## src/rtl/core/bpra_pkg.sv

```systemverilog
// Shared types and constants of the bitmap page run allocator.
`default_nettype none
package bpra_pkg;
   localparam int CfgIdxW = 2;
   localparam int PagesW  = 13;
   localparam int AddrW   = 32;

   typedef enum logic [CfgIdxW-1:0] {
      REG_KERNEL_BASE  = 2'd0,
      REG_USER_BASE    = 2'd1,
      REG_KERNEL_PAGES = 2'd2,
      REG_USER_PAGES   = 2'd3
   } reg_index_type;

   typedef enum logic [2:0] {
      ST_CLEAR,
      ST_IDLE,
      ST_SCAN,
      ST_MARK,
      ST_RESP
   } state_type;

   typedef struct packed {
      logic clear_step;
      logic load;
      logic scan_step;
      logic mark_step;
      logic resp_load;
   } cmd_type;

   typedef struct packed {
      logic clear_done;
      logic scan_done;
      logic found;
      logic mark_done;
   } status_type;
endpackage
`default_nettype wire

```

## src/rtl/core/bpra_ctrl.sv

```systemverilog
// Controller state machine of the bitmap page run allocator.
`default_nettype none
module bpra_ctrl (
   input  wire logic                  clock,
   input  wire logic                  reset,
   input  wire logic                  req_valid,
   output logic                       req_ready,
   output logic                       rsp_valid,
   input  wire logic                  rsp_ready,
   input  wire bpra_pkg::status_type  status,
   output bpra_pkg::cmd_type          cmd
);
   import bpra_pkg::*;

   state_type state_ff, state_in;

   always_ff @(posedge clock) begin
      if (reset) begin
         state_ff <= ST_CLEAR;
      end else begin
         state_ff <= state_in;
      end
   end

   always_comb begin
      state_in = state_ff;
      case (state_ff)
         ST_CLEAR: if (status.clear_done) state_in = ST_IDLE;
         ST_IDLE:  if (req_valid) state_in = ST_SCAN;
         ST_SCAN: begin
            if (status.found) begin
               state_in = ST_MARK;
            end else if (status.scan_done) begin
               state_in = ST_RESP;
            end
         end
         ST_MARK:  if (status.mark_done) state_in = ST_RESP;
         ST_RESP:  if (rsp_ready) state_in = ST_IDLE;
         default:  state_in = ST_CLEAR;
      endcase
   end

   always_comb begin
      cmd       = '0;
      req_ready = 1'b0;
      rsp_valid = 1'b0;
      case (state_ff)
         ST_CLEAR: cmd.clear_step = 1'b1;
         ST_IDLE: begin
            req_ready = 1'b1;
            cmd.load  = req_valid;
         end
         ST_SCAN: begin
            cmd.scan_step = 1'b1;
            cmd.resp_load = status.scan_done && !status.found;
         end
         ST_MARK: begin
            cmd.mark_step = 1'b1;
            cmd.resp_load = status.mark_done;
         end
         ST_RESP:  rsp_valid = 1'b1;
         default:  cmd = '0;
      endcase
   end
endmodule
`default_nettype wire

```

## config.mk

```make
export PLATFORM = sky130hd
export DESIGN_NAME = bpra_ctrl
export DESIGN_NICKNAME = d
export VERILOG_FILES = /design/src/rtl/core/bpra_pkg.sv /design/src/rtl/core/bpra_ctrl.sv
export SDC_FILE = /design/constraint.sdc
export NUM_CORES = 1
export LEC_CHECK = 0
export BUFFER_PORTS_ARGS = -buffer_cell sky130_fd_sc_hd__buf_2
export CORE_AREA = 2 2 39 41
export DETAILED_ROUTE_END_ITERATION = 10
export DIE_AREA = 0 0 41 43
export REMOVE_ABC_BUFFERS = 1
export SYNTH_ARGS = -nofsm -noshare
export SYNTH_HDL_FRONTEND = slang
export SYNTH_SLANG_ARGS = --single-unit
```

## constraint.sdc

```tcl
create_clock -name clock -period 1.8 [get_ports clock]
set_input_delay 0.36 -clock clock [delete_from_list [all_inputs] [get_ports clock]]
set_output_delay 0.36 -clock clock [all_outputs]
set_load 0.02 [all_outputs]
```

; ---- Word level (Yosys, flattened, before mapping)
; Index checks and enable logic that the tools add are counted.
; W data, S select, Z words.
[word_totals]
reg_bits = 3
elab_cells = 28
[classes]
reduce_logical = 4
muxes = 14
n_eq_ne = 9
[ops]
columns = cell, count
row1 = $mux W3, 6
row2 = $pmux W3 S5, 1
row3 = $ne A2 B2 Y1 const B, 4
row4 = $eq A3 B2 Y1 const B, 2
row5 = $mux W1, 6
row6 = $reduce_and A5 Y1, 1
row7 = $eq A3 B1 Y1 const B, 1
row8 = $eq A3 B3 Y1 const B, 1
row9 = $logic_not A3 Y1, 1
row10 = $ne A3 B3 Y1 const B, 1
row11 = $pmux W1 S2, 1
row12 = $logic_and A1 B1 Y1, 1
row13 = $logic_not A1 Y1, 1

; ---- Depth between registers and ports, before layout
; Gate-level depths: netlist of run 1.
[logic_depth]
depth_word = 3
ltp_mapped = 5

; ---- Worst setup path after synthesis of run 1
; Ideal clock, no wire load.
[synth_path]
path_kind = reg-to-output
start = register state_ff[1]
end = output port cmd[3] (netlist name)
required_ns = 1.440
n_path_buf = 1
arrival_time_ns = 1.339
path_stages_with_launch = 4
path_slack_ns = 0.101
path_cell_list = dfxtp_1 buf_2 nor3b_1 and2_1
[synth_lines]
columns = element, line
row1 = start: declaration, bpra_ctrl.sv:15  ; state_type state_ff, state_in;
row2 = start signal: assignment, bpra_ctrl.sv:21  ; state_ff <= state_in;
row3 = end: declaration, bpra_ctrl.sv:11  ; output bpra_pkg::cmd_type cmd

==> metrics.txt, run 1 <==
max reg flops=3; Core Area=1384 um^2; largest net degree at the start of global routing=12; # resized after CTS=0; vias in the first global route=231; critical path, cell by cell=or3b_4, a21oi_4, buf_2; die span in x=41 um; synth warn=0; Final Hold Vio Count=0; Top Ports=15; top-area cell type share of the netlist area=20.51%; Initial Utilization=21.16%; largest register by flop count=state_ff; asr flop ratio synth=0%; GP Congestion=0.5817; period utilisation layout=95.62%; Seq cells post-synth=3; EDFF count, synth=0; Yosys top cell by area=dfxtp_1; Ant. Diodes=0; Clock Skew=0.0004355 ns; die area=1763 um^2; Max Slew Vio Count=0; CP max-delay cell=or3b_4; biggest regs=state_ff x3; Core Util, Final=27.94%; CTS Hold Bufs=0; worst setup path start=state_ff[0]$_SDFFE_PP0P_; Post-Route Setup TNS=0 ns; synth-to-layout area growth=32.05%; hpwl dp=489.2 um; Fmax achieved=0.5810 GHz; initial antenna violation count=0; layout cells sized above 1=48.00%; syn_area_per_cell=8.365 um^2; # clock sinks=3; CTS tree=yes; Setup WS post-layout=0.07887 ns; Setup-failing EPs final=0; non-filler cells, final=66; Wirelength per Cell=9.894 um; Top Family by Delay on Critical Path=simple AND/OR/NAND/NOR gates; register area share after synthesis=20.51%; outcome=finished clean; TritonCTS buffer count=3; worst skew pair latency=0.23 ns; Tot Pwr=382.3 uW; worst-path maximum fanout=10; vias per inst=4.318; worst path required time=1.44 ns; DP Cell Count=62; Mapped Cells=35; dpl ws=0.2302 ns; Primary FF master, synth=dfxtp_1; FILL cells=162; worst r2r src=state_ff[2]$_SDFFE_PP0P_; Peak supply drop=229.5 uV; grt total ovfl=0; Least-Margin Pin Slew=0.3539 ns; nets=59; Max stage delay on crit path=0.42 ns; CTS root buf=clkbuf_4; total routed wirelength=653 um; Seq. cell area=61.31 um^2; Slew HR=76.37%; ANT nets after route=0; CP Class=reg2out; # rows=14; clk slew on worst S/H paths=0.04 ns; leakage=0.0001811 uW; port bufs=14; H-tree levels=1; number of library cell types mapped by synthesis=22; # DRC=0; Max-cap violations=0; TritonRoute pass-1 iters=2; Bufs and invs on worst path=1; hold path start=reset; Post-CTS Setup Bufs=0; Clock Tree Buf Depth=2; Multi-input gate area=205.2 um^2; global-route wire length before repair=924 um; Power Dens Cells=988.9 nW/um^2; vias=285; Overall Global Routing Usage=8.425%; RSZ-0062 raised after global routing=no; Worst setup SP type=register; largest cells by area after synthesis=dfxtp_1 21%, mux2i_1 10%, nand2b_1 6.4%, a21oi_4 5.6%, a21oi_1 5.1%; nature of the critical path endpoint=output port; DR iter-0 viols=3; Data arrival, critical path=1.36 ns; Mapped Area=292.8 um^2; Tmin final=1.721 ns; Die Ht=43 um; worst min path class=in2reg
[final timing paths]
check,to,slack [ns],depth (start not counted)
setup / recovery,cmd[0],0.08,3
hold / removal,state_ff[2]$_SDFFE_PP0P_,0.34,2
setup reg to reg,state_ff[1]$_SDFFE_PP0P_,0.52,4
hold reg to reg,state_ff[0]$_SDFFE_PP0P_,0.64,2
[routing by layer]
layer	routed length, um	share of wire [%]	GRT usage [%]
met3	36	5.5	4.712
met4	0	0	8.000
met1	291	45	8.654
met5	0	0	0
met2	325	50	11.25
[cell usage in the layout, fill, tap and decap left out, drive strengths merged]
| cell | Yosys | final |
|---|---|---|
| a41o | 1 | 1 |
| or3b | 1 | 1 |
| nand3b | 1 | 1 |
| and2 | 2 | 2 |
| nand2b | 3 | 3 |
| nor3b | 2 | 2 |
| a21oi | 5 | 5 |
| nor3 | 1 | 1 |
| nor2 | 4 | 4 |
| inv | 1 | 1 |
| buf | 3 | 14 |
| a22oi | 1 | 1 |
| nand2 | 3 | 3 |
| mux2i | 3 | 3 |
| and3b | 1 | 1 |
| dfxtp | 3 | 3 |
| clkbuf | 0 | 4 |
[through the flow]
stage	area [um^2]	hold slack (ns)
3_3_place_gp	359.1	0.5700
4_1_cts	385.4	0.3391
6_report	386.6	0.3434
5_1_grt	386.6	0.3524
2_1_floorplan	269.0	0.4269
3_5_place_dp	359.1	0.5839
[cells by family (layout without fill, tap and decap cells)]
kind of cell	after synthesis	in the layout	synth area share [%]
simple gates	18	18	38.46
mux	3	3	10.26
buf+inv	4	19	9.400
compound gates	7	7	21.37
flops	3	3	20.51
[worst register-to-register path: cells and delay by family (launching register included)]
| kind | cells | cell delay [ns] |
|---|---|---|
| compound gates | 3 | 0.53 |
| mux | 1 | 0.14 |
| flops | 1 | 0.50 |
[power breakdown]
part / switching [uW] / internal, uW
clock network: 33.3 / 83.0
logic: 86.3 / 69.2
registers: 31.3 / 79.3
total: 151 / 231
[area by class of cell]
| type | instances | area share [%] |
|---|---|---|
| sequential | 3 | 15.86 |
| timing repair buffer | 14 | 18.12 |
| inverter | 1 | 0.9709 |
| multi-input combinational | 28 | 53.07 |
| tap | 16 | 5.178 |
| clock buffer | 4 | 6.796 |
Note: power is estimated with default switching activity, not from simulation.
==> inputs of run 2 (changes only) <==
- ABC_AREA: not set -> 1
==> run 2 against run 1 <==
Compared with the run above: sequential share of layout area is 0.068 points lower; power is 61% higher; hold slack improved by 0.049 ns; first-iteration DRC count unchanged; critical endpoint unchanged; largest cell class unchanged.
==> metrics.txt, run 2 <==
Final Hold Vio Count=0 (unchanged); synth warn=0 (unchanged); Initial Utilization=19.08% (-2.1 points); Fmax achieved=0.6177 GHz (+6.3%); # clock sinks=3 (unchanged); vias per inst=4.173 (-3.4%); H-tree levels=1 (unchanged); # rows=14 (unchanged); vias in the first global route=329 (+42%); top-area cell type share of the netlist area=22.75% (+2.2 points); clk slew on worst S/H paths=0.04 ns (about the same); CTS Hold Bufs=0 (unchanged); CP Class=reg2out; synth-to-layout area growth=44.08%; largest net degree at the start of global routing=7 (-5); commonest non-fill, non-tap cell in the layout=buf_2; commonest non-fill, non-tap cells in the layout=14 x buf_2, 13 x nand2_1, 8 x inv_1; Power Dens Cells=1615 nW/um^2 (+63%); Seq cells post-synth=3 (unchanged); Post-synth top cells=13 x nand2_1, 8 x inv_1, 7 x nor2_1, 6 x nand3_1, 3 x dfxtp_1; Primary FF master, synth=dfxtp_1; Clock Skew=0.001872 ns (+0.001437 ns); Mapped Area=264.0 um^2 (-9.8%); non-filler cells, final=81 (+23%); CTS tree=yes; die span in x=41 um (unchanged); Post-Route Setup TNS=0 ns (unchanged); TritonRoute pass-1 iters=2 (unchanged); CTS root buf=clkbuf_4; dpl ws=0.4178 ns (+0.1876 ns); Worst setup SP type=register; nets=74 (+25%); worst min path class=in2reg; nature of the critical path endpoint=output port; FILL cells=165 (+1.9%); initial antenna violation count=0 (unchanged); hpwl dp=590.9 um (+21%); Core Area=1384 um^2 (unchanged); Data arrival, critical path=1.26 ns (-0.10 ns); Slew HR=81.98% (+5.6 points); vias=338 (+19%); Top Ports=15 (unchanged); asr flop ratio synth=0% (unchanged); Least-Margin Pin Slew=0.2699 ns (-0.08400 ns); met1 usage in global routing=9.325% (+0.67 points); grt met2 use=17.50% (+6.2 points); die area=1763 um^2 (unchanged); global-route wire length before repair=1.186 mm (+28%); Peak supply drop=413.1 uV (+80%); Tmin final=1.619 ns (-0.1022 ns); port bufs=14 (unchanged); DP Cell Count=77 (+24%); Mapped Cells=47 (+34%); largest cells by area after synthesis=dfxtp_1 23%, nand2_1 18%, nand3_1 11%, inv_1 11%, nor2_1 10%; Overall Global Routing Usage=10.04% (+1.6 points); leakage=0.0002370 uW (+31%); Max-cap violations=0 (unchanged); EDFF count, synth=0 (unchanged); register area share after synthesis=22.75% (+2.2 points); TritonCTS buffer count=3 (unchanged); number of library cell types mapped by synthesis=12 (-45%); period utilisation layout=89.94% (-5.7 points); Die Ht=43 um (unchanged); biggest regs=state_ff x3; DR iter-0 viols=3 (unchanged); layout cells sized above 1=33.85% (-14 points); ANT nets after route=0 (unchanged); max reg flops=3 (unchanged); syn_area_per_cell=5.617 um^2 (-33%); # DRC=0 (unchanged); worst-path maximum fanout=6 (-4); RSZ-0062 raised after global routing=no; Ant. Diodes=0 (unchanged); Setup-failing EPs final=0 (unchanged); GP Congestion=0.7008 (+20%); most frequent cell after synthesis=nand2_1; total routed wirelength=700 um (+7.2%); worst path required time=1.44 ns (about the same); Post-CTS Setup Bufs=0 (unchanged); Setup WS post-layout=0.1811 ns (+0.1022 ns); Wirelength per Cell=8.642 um (-13%); Max Slew Vio Count=0 (unchanged); worst skew pair latency=0.23 ns (about the same); GR peak layer=met2; outcome=finished clean; Clock Tree Buf Depth=2 (unchanged); Yosys top cell by area=dfxtp_1; largest register by flop count=state_ff; grt met3 use=6.283% (+1.6 points); # resized after CTS=0 (unchanged); grt total ovfl=0 (unchanged)
==> run 2: cell count changes after synthesis, moves of 2 or more <==
cell	change
nand2_1	+10
inv_1	+7
nand3_1	+6
nor2_1	+4
mux2i_1	-3
nand2b_1	-3
and2_1	-2
==> run 2: logic make-up (layout without fill, tap and decap cells) <==
| family | after synthesis | after routing | share of synthesized area (%) |
|---|---|---|---|
| AO/OA/AOI/OAI | 2 | 2 | 3.792 |
| flip-flops | 3 | 3 | 22.75 |
| AND/OR/NAND/NOR | 33 | 33 | 60.67 |
| buffers and inverters | 9 | 27 | 12.80 |
==> run 2: per-stage QoR <==
stage	utilization (%)	hold WS (ns)	power [uW]	area, um^2
4_1_cts	27.49	0.3883	629.2	380.4
3_5_place_dp	25.59	0.5845	505.2	354.1
6_report	27.49	0.3928	614.3	380.4
3_3_place_gp	25.59	0.5789	501.8	354.1
2_1_floorplan	-	0.5249	402.9	264.0
5_1_grt	27.49	0.4046	680.9	380.4
==> run 2: area by class of cell <==
class                      count  area [um^2]  share of cell area [%]
sequential                     3        60.06                   15.79
clock buffer                   4        26.28                   6.908
multi-input combinational     35        170.2                   44.74
inverter                       9        33.78                   8.882
tap                           16        20.02                   5.263
timing repair buffer          14        70.07                   18.42
==> run 2: worst max-delay path: stages (launching register included) <==
cell	delay [ns]
dfxtp_1	0.46
inv_2	0.09
nand2_1	0.11
nor2_4	0.05
nand3b_1	0.10
nand2_1	0.06
buf_2	0.15
==> run 2: final timing paths <==
| kind | startpoint | slack, ns | cells after the start | endpoint |
|---|---|---|---|---|
| min | reset | 0.39 | 4 | state_ff[0]$_SDFFE_PP0P_ |
| min reg2reg | state_ff[0]$_SDFFE_PP0P_ | 0.59 | 2 | state_ff[0]$_SDFFE_PP0P_ |
| max | state_ff[2]$_SDFFE_PP0P_ | 0.18 | 6 | cmd[0] |
| max reg2reg | state_ff[0]$_SDFFE_PP0P_ | 0.60 | 7 | state_ff[1]$_SDFFE_PP0P_ |
==> run 2: layer usage <==
metal  part of all wire (%)  wire [um]  vias to the layer above
met5                      0          0                        -
met4                      0          0                        0
met3                    7.7         54                        0
met2                     53        369                        6
met1                     39        276                      149
li1                       -          -                      183
==> run 2: power by group <==
part	leakage [uW]	internal, uW	switching [uW]
combinational	0.000197	129	235
clock	0.0000150	83.0	33.2
sequential	0.0000247	91.3	42.1
==> inputs of run 3 (changes only) <==
- BUFFER_PORTS_ARGS: -buffer_cell sky130_fd_sc_hd__buf_2 -> not set
- DONT_BUFFER_PORTS: not set -> 1
==> run 3 against run 2 <==
Compared with the run above: final cell count decreased by 15%; critical path depth fell by 1; largest cell class unchanged; count of clock-buffer cells in the layout unchanged; global-route usage fell by 1.0 points; via count is 12% lower; sequential share of layout area grew 2.7 points.
==> metrics.txt, run 3 (synthesis gave the netlist of run 2 again) <==
DR iter-0 viols=8 (+5); hold-critical path depth=3 (-1); ANT nets after route=0 (unchanged); Data arrival, critical path=1.32 ns (+0.06 ns); worst-path maximum fanout=6 (unchanged); commonest non-fill, non-tap cell in the layout=nand2_1; # rows=14 (unchanged); biggest regs=state_ff x3; port bufs=0 (-14); Peak supply drop=305.6 uV (-26%); vias in the first global route=252 (-23%); CTS tree=yes; Multi-input gate area=170.2 um^2 (unchanged); nature of the critical path endpoint=output port; TritonRoute pass-1 iters=4 (+2); # resized after CTS=0 (unchanged); synth-to-layout area growth=23.22%; largest register by flop count=state_ff; worst r2r src=state_ff[0]$_SDFFE_PP0P_; clk slew on worst S/H paths=0.04 ns (about the same); r2r endpoint=state_ff[1]$_SDFFE_PP0P_; Max Slew Vio Count=0 (unchanged); FF-to-FF setup slack=0.50 ns (-0.10 ns); Clock Skew=0.0004759 ns (-0.001396 ns); Final Hold Vio Count=0 (unchanged); FILL cells=168 (+1.8%); vias=298 (-12%); worst path required time=1.44 ns (about the same); Tmin final=1.684 ns (+0.06531 ns); grt total ovfl=0 (unchanged); die span in x=41 um (unchanged); period utilisation layout=93.57% (+3.6 points); Slew HR=69.86% (-12 points); Top Ports=15 (unchanged); Post-Route Setup TNS=0 ns (unchanged); RSZ-0062 raised after global routing=no; commonest non-fill, non-tap cells in the layout=13 x nand2_1, 8 x inv_1, 7 x nor2_1; Fmax achieved=0.5938 GHz (-3.9%); CP Class=reg2out; largest net degree at the start of global routing=7 (unchanged); post-route cell area=325.3 um^2 (-14%); DP Cell Count=65 (-16%); Core Area=1384 um^2 (unchanged); Setup-failing EPs final=0 (unchanged); Tot Pwr=579.2 uW (-5.7%); CTS root buf=clkbuf_4; Ant. Diodes=0 (unchanged); Least-Margin Pin Slew=0.4496 ns (+0.1797 ns); Overall Global Routing Usage=9.036% (-1.0 points); Power Dens Cells=1780 nW/um^2 (+10%); initial antenna violation count=0 (unchanged); # DRC=0 (unchanged); vias per inst=4.319 (+3.5%); worst min path class=in2reg; hold path start=reset; Worst setup SP type=register; Die Ht=43 um (unchanged); R2R depth=6 (-1); worst skew pair latency=0.23 ns (about the same); H-tree levels=1 (unchanged); layout cells sized above 1=18.87% (-15 points); die area=1763 um^2 (unchanged); leakage=0.0001848 uW (-22%); Seq. cell area=60.06 um^2 (unchanged); non-filler cells, final=69 (-15%); outcome=finished clean; global-route wire length before repair=959 um (-19%); Hold Path End=state_ff[0]$_SDFFE_PP0P_; placed cell area=299.0 um^2 (-16%); # clock sinks=3 (unchanged); CTS Hold Bufs=0 (unchanged); nets=62 (-16%); Wirelength per Cell=10.10 um (+17%); Clock Tree Buf Depth=2 (unchanged); Post-CTS Setup Bufs=0 (unchanged); TritonCTS buffer count=3 (unchanged); Initial Utilization=19.08% (unchanged); total routed wirelength=697 um (-0.43%); Max-cap violations=0 (unchanged); max reg flops=3 (unchanged); GP Congestion=0.6661 (-5.0%)
==> run 3: changes by cell type in the layout (fill, tap and decap cells not counted), sizes merged <==
cell  delta
buf     -12
==> run 3: layout make-up <==
cell class | instances | area share, %
multi-input combinational | 35 | 52.31
tap | 16 | 6.154
timing repair buffer | 2 | 4.615
clock buffer | 4 | 8.077
inverter | 9 | 10.38
sequential | 3 | 18.46
==> run 3: layer usage <==
layer  up-vias  share of wire [%]  GRT usage (%)
met3         0                9.8          4.712
li1        159                  -              -
met2         8                 54          13.75
met4         0                  0          10.00
met1       131                 36          7.074
met5         -                  0              0
==> run 3: worst max-delay path by stage <==
stage	startpoint	end	slack [ns]	depth (start not counted)
after floorplan	state_ff[0]$_SDFFE_PP0P_	cmd[3]	0.25	2
after global placement	state_ff[1]$_SDFFE_PP0P_	cmd[0]	0.36	4
after detailed placement	state_ff[1]$_SDFFE_PP0P_	cmd[0]	0.36	4
after CTS	state_ff[2]$_SDFFE_PP0P_	cmd[0]	0.11	5
after global routing	state_ff[2]$_SDFFE_PP0P_	cmd[0]	0.02	5
final	state_ff[2]$_SDFFE_PP0P_	cmd[0]	0.12	5
==> run 3: critical path, stage by stage, from the launching register on <==
cell and delay, ns:
dfxtp_1 0.37, inv_2 0.11, nand2_1 0.08, nor2_4 0.21
nand3b_1 0.13, nand2_1 0.20
==> run 3: where the power goes <==
group	internal (uW)	switching [uW]
Combinational	101	228
Sequential	91.4	42.4
Clock	82.9	32.8
Total	276	304
==> run 3: metrics by stage <==
stage	setup slack [ns]	hold WS (ns)	utilization, %
after global placement	0.3617	0.5454	21.61
after detailed placement	0.3605	0.5503	21.61
after global routing	0.02251	0.3246	23.51
after CTS	0.1058	0.3015	23.51
after floorplan	0.2540	0.5249	-
final	0.1158	0.3082	23.51
